--- config.mk ---
export PLATFORM = sky130hd
export DESIGN_NAME = uart_register_peripheral
export DESIGN_NICKNAME = d
export VERILOG_FILES = /design/src/sv/urp_pkg.sv /design/src/sv/urp_core.sv /design/src/sv/uart_register_peripheral.sv
export SDC_FILE = /design/constraint.sdc
export NUM_CORES = 1
export LEC_CHECK = 0
export BUFFER_PORTS_ARGS = -buffer_cell sky130_fd_sc_hd__buf_2
export CAP_MARGIN = 20
export CELL_PAD_IN_SITES_DETAIL_PLACEMENT = 1
export CELL_PAD_IN_SITES_GLOBAL_PLACEMENT = 1
export CORE_UTILIZATION = 50
export CTS_BUF_LIST = sky130_fd_sc_hd__clkbuf_8
export DETAILED_ROUTE_END_ITERATION = 8
export GPL_TIMING_DRIVEN = 0
export MAX_ROUTING_LAYER = met4
export PLACE_DENSITY_LB_ADDON = 0.1
export SKIP_CTS_REPAIR_TIMING = 1
export SYNTH_ARGS = -nofsm -noshare
export SYNTH_HDL_FRONTEND = slang
export SYNTH_SLANG_ARGS = --single-unit
--- constraint.sdc ---
create_clock -name aclk -period 7.2 [get_ports aclk]
set_clock_uncertainty 0.1 [all_clocks]
set_input_delay 0.36 -clock aclk [delete_from_list [all_inputs] [get_ports aclk]]
set_output_delay 0.36 -clock aclk [all_outputs]
set_load 0.005 [all_outputs]
--- src/sv/urp_pkg.sv ---
package urp_pkg;

    // Item kinds
    localparam logic [1:0] REQ_TICK  = 2'd0;
    localparam logic [1:0] REQ_READ  = 2'd1;
    localparam logic [1:0] REQ_WRITE = 2'd2;
    localparam logic [1:0] REQ_RX    = 2'd3;

    // Register offsets from the base address
    localparam logic [15:0] OFS_DATA   = 16'd0;
    localparam logic [15:0] OFS_CTRL   = 16'd1;
    localparam logic [15:0] OFS_STATUS = 16'd2;
    localparam logic [15:0] OFS_BAUD   = 16'd3;

    // Status bit positions
    localparam int ST_TXRDY = 0;
    localparam int ST_RXDA  = 1;
    localparam int ST_FE    = 2;
    localparam int ST_OE    = 3;

    // Control bit positions
    localparam int CT_TXEN = 0;
    localparam int CT_TXIE = 1;
    localparam int CT_RXIE = 2;

    localparam logic [15:0] UNMAPPED_READ = 16'hFFFF;
    localparam logic [3:0]  DATA_BITS     = 4'd8;

    typedef struct packed {
        logic [1:0]  req_type;
        logic [15:0] bus_address;
        logic [15:0] write_data;
        logic [7:0]  rx_byte;
    } in_item_t;

    typedef struct packed {
        logic [15:0] read_data;
        logic        tx_done;
        logic [7:0]  tx_byte;
        logic        irq;
    } out_item_t;

    typedef struct packed {
        logic        we;
        logic [15:0] wdata;
    } cfg_t;

endpackage

--- src/sv/urp_core.sv ---
module urp_core (
    input  logic                aclk,
    input  logic                aresetn,
    input  urp_pkg::cfg_t       cfg,
    input  logic                en,
    input  urp_pkg::in_item_t   item,
    output urp_pkg::out_item_t  result
);

    localparam logic [1:0] PH_IDLE  = 2'd0;
    localparam logic [1:0] PH_START = 2'd1;
    localparam logic [1:0] PH_DATA  = 2'd2;
    localparam logic [1:0] PH_STOP  = 2'd3;

    logic [15:0] base_reg;
    logic [15:0] control_reg,  control_next;
    logic [3:0]  flags_reg,    flags_next;
    logic [15:0] baud_reg,     baud_next;
    logic [1:0]  phase_reg,    phase_next;
    logic [7:0]  shift_reg,    shift_next;
    logic [3:0]  bits_reg,     bits_next;
    logic [15:0] count_reg,    count_next;
    logic [7:0]  rx_reg,       rx_next;
    logic        irq_reg,      irq_next;

    logic [15:0] offset;
    logic [16:0] count_inc;
    logic        period_over;
    logic [3:0]  bits_inc;

    assign offset      = item.bus_address - base_reg;
    assign count_inc   = {1'b0, count_reg} + 17'd1;
    assign period_over = count_inc >= {1'b0, baud_reg};
    assign bits_inc    = bits_reg + 4'd1;

    always_comb begin
        control_next = control_reg;
        flags_next   = flags_reg;
        baud_next    = baud_reg;
        phase_next   = phase_reg;
        shift_next   = shift_reg;
        bits_next    = bits_reg;
        count_next   = count_reg;
        rx_next      = rx_reg;
        irq_next     = irq_reg;
        result       = '0;

        case (item.req_type)
            urp_pkg::REQ_TICK: begin
                if (phase_reg != PH_IDLE) begin
                    count_next = period_over ? 16'd0 : count_inc[15:0];
                end
                case (phase_reg)
                    PH_START: begin
                        if (period_over) begin
                            phase_next = PH_DATA;
                            bits_next  = 4'd0;
                        end
                    end
                    PH_DATA: begin
                        if (period_over) begin
                            bits_next = bits_inc;
                            if (bits_inc >= urp_pkg::DATA_BITS) phase_next = PH_STOP;
                        end
                    end
                    PH_STOP: begin
                        if (period_over) begin
                            phase_next                    = PH_IDLE;
                            flags_next[urp_pkg::ST_TXRDY] = 1'b1;
                            result.tx_done                = 1'b1;
                            result.tx_byte                = shift_reg;
                        end
                    end
                    default: ;
                endcase
                irq_next = (flags_next[urp_pkg::ST_TXRDY] && control_reg[urp_pkg::CT_TXIE]) ||
                           (flags_next[urp_pkg::ST_RXDA]  && control_reg[urp_pkg::CT_RXIE]);
            end
            urp_pkg::REQ_READ: begin
                case (offset)
                    urp_pkg::OFS_DATA: begin
                        result.read_data             = {8'd0, rx_reg};
                        flags_next[urp_pkg::ST_RXDA] = 1'b0;
                    end
                    urp_pkg::OFS_CTRL:   result.read_data = control_reg;
                    urp_pkg::OFS_STATUS: result.read_data = {12'd0, flags_reg};
                    urp_pkg::OFS_BAUD:   result.read_data = baud_reg;
                    default:             result.read_data = urp_pkg::UNMAPPED_READ;
                endcase
            end
            urp_pkg::REQ_WRITE: begin
                case (offset)
                    urp_pkg::OFS_DATA: begin
                        if (control_reg[urp_pkg::CT_TXEN] && flags_reg[urp_pkg::ST_TXRDY]) begin
                            shift_next                    = item.write_data[7:0];
                            flags_next[urp_pkg::ST_TXRDY] = 1'b0;
                            phase_next                    = PH_START;
                            count_next                    = 16'd0;
                            bits_next                     = 4'd0;
                        end
                    end
                    urp_pkg::OFS_CTRL: control_next = item.write_data;
                    urp_pkg::OFS_STATUS: begin
                        // write one to clear, error flags only
                        if (item.write_data[urp_pkg::ST_FE]) flags_next[urp_pkg::ST_FE] = 1'b0;
                        if (item.write_data[urp_pkg::ST_OE]) flags_next[urp_pkg::ST_OE] = 1'b0;
                    end
                    urp_pkg::OFS_BAUD: baud_next = item.write_data;
                    default: ;
                endcase
            end
            default: begin
                if (flags_reg[urp_pkg::ST_RXDA]) flags_next[urp_pkg::ST_OE] = 1'b1;
                rx_next                      = item.rx_byte;
                flags_next[urp_pkg::ST_RXDA] = 1'b1;
            end
        endcase

        result.irq = irq_next;
    end

    always_ff @(posedge aclk) begin
        if (!aresetn) begin
            base_reg    <= '0;
            control_reg <= '0;
            flags_reg   <= 4'(1 << urp_pkg::ST_TXRDY);
            baud_reg    <= '0;
            phase_reg   <= PH_IDLE;
            shift_reg   <= '0;
            bits_reg    <= '0;
            count_reg   <= '0;
            rx_reg      <= '0;
            irq_reg     <= 1'b0;
        end else begin
            if (cfg.we) base_reg <= cfg.wdata;
            if (en) begin
                control_reg <= control_next;
                flags_reg   <= flags_next;
                baud_reg    <= baud_next;
                phase_reg   <= phase_next;
                shift_reg   <= shift_next;
                bits_reg    <= bits_next;
                count_reg   <= count_next;
                rx_reg      <= rx_next;
                irq_reg     <= irq_next;
            end
        end
    end

`ifndef SYNTHESIS
    a_idle_iff_txrdy: assert property (@(posedge aclk) disable iff (!aresetn)
        (phase_reg == PH_IDLE) == flags_reg[urp_pkg::ST_TXRDY])
        else $error("transmitter phase and TXRDY disagree");

    a_bits_bounded: assert property (@(posedge aclk) disable iff (!aresetn)
        bits_reg <= urp_pkg::DATA_BITS)
        else $error("bit count beyond data bits");

    a_fe_never_set: assert property (@(posedge aclk) disable iff (!aresetn)
        !flags_reg[urp_pkg::ST_FE])
        else $error("framing error flag set");

    a_done_in_stop: assert property (@(posedge aclk) disable iff (!aresetn)
        en && result.tx_done |-> phase_reg == PH_STOP)
        else $error("tx_done outside stop period");
`endif

endmodule

--- src/sv/uart_register_peripheral.sv ---
// Memory-mapped UART register block (8N1 timing, no line levels). Items on the s_ channel are
// clock ticks, bus reads, bus writes or injected receive bytes; each gives exactly one result
// item on the m_ channel. Registers DATA, CTRL, STATUS and BAUD sit at the base address set
// through cfg_we/cfg_wdata and the three offsets that follow. An item is held in an input
// register, processed against the register state in a single pass and lands in an output
// register, so one item is accepted every clock cycle while results are taken; m_valid rises
// once the item reaches the output register; a stalled result holds the input register, and
// s_ready drops only while both registers are full.
module uart_register_peripheral (
    input  logic                aclk,
    input  logic                aresetn,
    input  logic                cfg_we,
    input  logic [15:0]         cfg_wdata,
    input  logic                s_valid,
    output logic                s_ready,
    input  urp_pkg::in_item_t   s_item,
    output logic                m_valid,
    input  logic                m_ready,
    output urp_pkg::out_item_t  m_item
);

    logic               in_valid_reg;
    urp_pkg::in_item_t  in_item_reg;
    logic               out_valid_reg;
    urp_pkg::out_item_t out_item_reg;
    urp_pkg::out_item_t core_result;
    urp_pkg::cfg_t      cfg;
    logic               advance;

    // Advance the held item once the output register is free or being emptied
    assign advance = in_valid_reg && (!out_valid_reg || m_ready);
    assign s_ready = !in_valid_reg || advance;

    assign cfg.we    = cfg_we;
    assign cfg.wdata = cfg_wdata;

    urp_core u_core (
        .aclk    (aclk),
        .aresetn (aresetn),
        .cfg     (cfg),
        .en      (advance),
        .item    (in_item_reg),
        .result  (core_result)
    );

    // Input register: take a new item while empty or whenever the held one moves on
    always_ff @(posedge aclk) begin
        if (!aresetn) begin
            in_valid_reg <= 1'b0;
        end else if (s_valid && s_ready) begin
            in_valid_reg <= 1'b1;
        end else if (advance) begin
            in_valid_reg <= 1'b0;
        end
    end

    always_ff @(posedge aclk) begin
        if (s_valid && s_ready) in_item_reg <= s_item;
    end

    // Output register: hold the result until the consumer takes it
    always_ff @(posedge aclk) begin
        if (!aresetn) begin
            out_valid_reg <= 1'b0;
        end else if (advance) begin
            out_valid_reg <= 1'b1;
        end else if (m_ready) begin
            out_valid_reg <= 1'b0;
        end
    end

    always_ff @(posedge aclk) begin
        if (advance) out_item_reg <= core_result;
    end

    assign m_valid = out_valid_reg;
    assign m_item  = out_item_reg;

`ifndef SYNTHESIS
    a_stall_only_when_full: assert property (@(posedge aclk) disable iff (!aresetn)
        !s_ready |-> in_valid_reg && out_valid_reg && !m_ready)
        else $error("input stalled with room to advance");

    a_accept_fills_input: assert property (@(posedge aclk) disable iff (!aresetn)
        s_valid && s_ready |=> in_valid_reg)
        else $error("accepted item lost from input register");

    a_result_held: assert property (@(posedge aclk) disable iff (!aresetn)
        out_valid_reg && !m_ready |=> out_valid_reg && $stable(out_item_reg))
        else $error("waiting result item dropped or changed");
`endif

endmodule

==> out/summary.md <==
The run gives 16700 µm² as the die outline area. The largest net degree at the start of global routing was 29. The run gives 0 as the initial antenna violation count.

In this run, the number of DRC markers left after iteration 0 of detailed routing was 355. Across all register-to-register paths, the minimum setup slack is 2.21 ns. The hold violation count in the final report came out at 0. The detailed-route vias per instance was 5.66.

The per-instance average area after synthesis works out to 10.2 µm². The class of the most critical setup path is reg -> reg. Global routing finished with a remaining overflow of 0. The run gives 5.26 ns as the arrival time of data at the critical path endpoint.

In this run the horizontal extent of the chip is 129 µm. Clock latency at the later pin of the worst-skew pair: 0.47 ns. The delay of the slowest cell on the worst path came out at 0.46 ns. Walking the worst path, the cells encountered are ha_1 -> nand3_1 -> nor2_1 -> and3_1 -> clkbuf_1 -> xor2_1 -> ha_1 -> and4_1 -> a221oi_1 -> o21ai_0 -> a31o_2 -> a221o_1 -> a211oi_1 -> buf_2 -> and2_0 -> clkbuf_1 -> buf_2 -> nand2_1 -> o21ai_0. The via count of the first global-routing pass is 6701, and the count of cells along the worst register-to-register path is 19. The number of I/O port buffers came out at 89. Across all hold checks on the routed design, the worst slack comes to 0.0473 ns. For this design, the sink count on the clock tree is 160.

The synthesized design contains 160 register bits. The highest net fanout along the worst path is 10. The total of warnings raised by yosys came out at 0.

The total setup violations reported at the end of the flow was 0; the power per standard cell area was 199 nW/µm². The logs give 0.0409 for the fraction of met3 tracks used by global routing and 4 for the number of H-tree branching levels. The clock period could shrink to 4.99 ns. The share of final-layout standard cells stronger than drive strength 1 was 0.159; the static leakage was 3.85 nW.

In the synthesized netlist the dominant register cell turns out to be dfxtp_1. The area growth from synthesis to layout was 19.9%; the I/O pin count was 91. The endpoint identified for the worst register-to-register timing path is u_core.count_reg[0]. The max-cap check violation count came out at 0. The count of flip-flops with a built-in enable after synthesis is 68. The cell sitting at the root of the clock tree is a clkbuf_8. TritonCTS built the clock tree. The met2 demand-to-capacity share in global routing came out at 0.496. Yosys instantiated no cell more often than dfxtp_1. The peak-usage layer in the global routing report is met2. The global-route met1 utilization is 0.365, and the number of flip-flops under the largest register name is 42. The worst register-to-register path begins at u_core.count_reg[0]. Final critical-path share of the clock period: 0.693. After synthesis, the netlist uses 69 different library cells.

The dominant cell type by area after synthesis was edfxtp_1. The tools report the capture endpoint of the worst hold path as u_core.base_reg[2]. By area the synthesized netlist is led by edfxtp_1, dfxtp_1, mux2i_1. Element type at the critical path end: a register. For the layout net count, the log shows 1042. For the pin with the worst max-slew slack, the measured transition is 0.995 ns.

For the maximum buffer depth of the clock tree, the log shows 2. Clock-pin slew was measured on the worst setup and hold paths at 0.10 ns. The count of antenna-violating nets left after detailed routing was 0. Routability-driven placement finished with a final weighted congestion of 0.893. The worst hold path startpoint was cfg_wdata[2]. Row generation in the floorplan step produced 46 rows. Across all layers, the routed design uses 6646 vias. 0 antenna diodes ended up in the layout.

The run gives 8110 µm² as the combined area of all synthesized cells. Slowest cell on the critical path: dfxtp_1. Once layout is done, the placed cells without fillers occupy 9720 µm². The tools report the headroom to the max-slew limit as 0.331. The worst hold path stage count is 3, and the global-route wire length before repair is 35800 µm.

The worst endpoint required time is 7.47 ns, and the standard cell core area is 15800 µm². Once placement finished, the instance area stood at 8870 µm². For this run, design rule violations remaining after detail routing come to 0. The number of buffers and inverters on the critical path was 4; the peak supply drop was 215 µV. The effective utilization at floorplan is 0.512, and the cell count after synthesis is 791. The final total negative setup slack is 0 ns. The logs give 0 for the final count of pins violating max slew and 16900 µm for the HPWL reported at the end of detailed placement.

The share of the synthesized area in the top cell type is 0.252, and the TritonCTS buffer count is 17. Sorting the synthesized cells by how often they occur yields dfxtp_1, mux2i_1, nor2b_1. Path type of the worst min-delay path: in -> reg.

The proportion of synthesized flip-flops having asynchronous set or reset came out at 0. The run finished with clean final reports. Setup repair after global routing left no endpoint under its margin.

The die span in y is 129 µm, and the number of search-and-repair iterations in the first detailed-routing pass is 5. The kind of launch point of the worst setup path is a register. The critical path launch point is u_core.count_reg[0].

The average wire per standard cell was 20.2 µm; the register area share after synthesis was 0.479. Synthesis produced a netlist with a net count of 888. Derived from the worst setup path, the maximum achievable clock frequency is 200 MHz. The total routing resource utilization after global routing came out at 0.295.

The routed design has 23700 µm of wire. The cell family contributing the most delay on the critical path is compound AO/OA/AOI/OAI gates.
worst min-delay path, delay by kind of cell:
family | cells | cell delay, ns
buffers and inverters | 1 | 0.07
and+or+nand+nor | 1 | 0.09
muxes | 1 | 0.06
cell usage in the layout (no fill, tap or decap), drive strengths merged, types with 4 or more instances in the layout:
cell type,instances
edfxtp,68
nand2b,14
nor2,64
xnor2,12
a31o,4
o21a,9
a211oi,4
a21o,12
a21oi,39
and3,4
nor2b,71
xor2,7
dlygate4sd3,42
mux2i,79
nand4,6
nor3,4
inv,51
nand3,35
nand2,39
ha,33
a31oi,13
dfxtp,92
buf,103
and2,15
clkbuf,50
o21ai,19
logic make-up (layout without fill, tap and decap cells):
kind of cell | count (synthesis) | after routing | share of synthesized area
DFF | 160 | 160 | 0.479
and+or+nand+nor | 270 | 270 | 0.179
buffers and inverters | 85 | 252 | 0.0409
muxes | 83 | 83 | 0.107
xor gates and xnor gates | 19 | 19 | 0.0205
adders and majority gates | 34 | 34 | 0.0534
AOI/OAI and AO/OA | 140 | 140 | 0.120
worst max-delay path by stage:
stage	to	slack (ns)	depth (start not counted)
5_1_grt	u_core.count_reg[7]	1.90	19
3_5_place_dp	u_core.count_reg[7]	1.85	18
3_3_place_gp	u_core.count_reg[7]	2.19	18
4_1_cts	u_core.count_reg[7]	1.78	18
6_report	u_core.count_reg[0]	2.21	19
2_1_floorplan	u_core.count_reg[7]	2.99	18
final cells by class:
type                       count  area (µm²)
timing repair buffer         135         926
sequential                   160        3880
multi-input combinational    546        3890
fill                        1756        6110
buffer                        42         170
inverter                      43         161
tap                          216         270
clock buffer                  18         248
clock inverter                14         166
metal layers:
metal  vias up  routed length, µm
met1      3340              10400
met4         0                494
li1       3122                  -
met2       145              12000
met5         -                  0
met3        39                771
stage by stage:
| stage | util | worst slack [ns] | total power, mW | instances |
|---|---|---|---|---|
| final | 0.614 | 2.21 | 1.93 | 1174 |
| after global routing | 0.614 | 1.90 | 2.00 | 1174 |
| after detailed placement | 0.560 | 1.85 | 1.24 | 1098 |
| after floorplan | - | 2.99 | 1.15 | 791 |
| after CTS | 0.587 | 1.78 | 1.93 | 1130 |
| after global placement | 0.557 | 2.19 | 1.22 | 1096 |
where the power goes:
part / total [mW] / switching [mW] / leakage (nW) / internal (mW)
Sequential: 0.990 / 0.0150 / 1.41 / 0.975
Combinational: 0.249 / 0.142 / 2.24 / 0.107
Clock: 0.696 / 0.394 / 0.204 / 0.302
Total: 1.93 / 0.550 / 3.85 / 1.38
(Power assumes the default switching activity.)
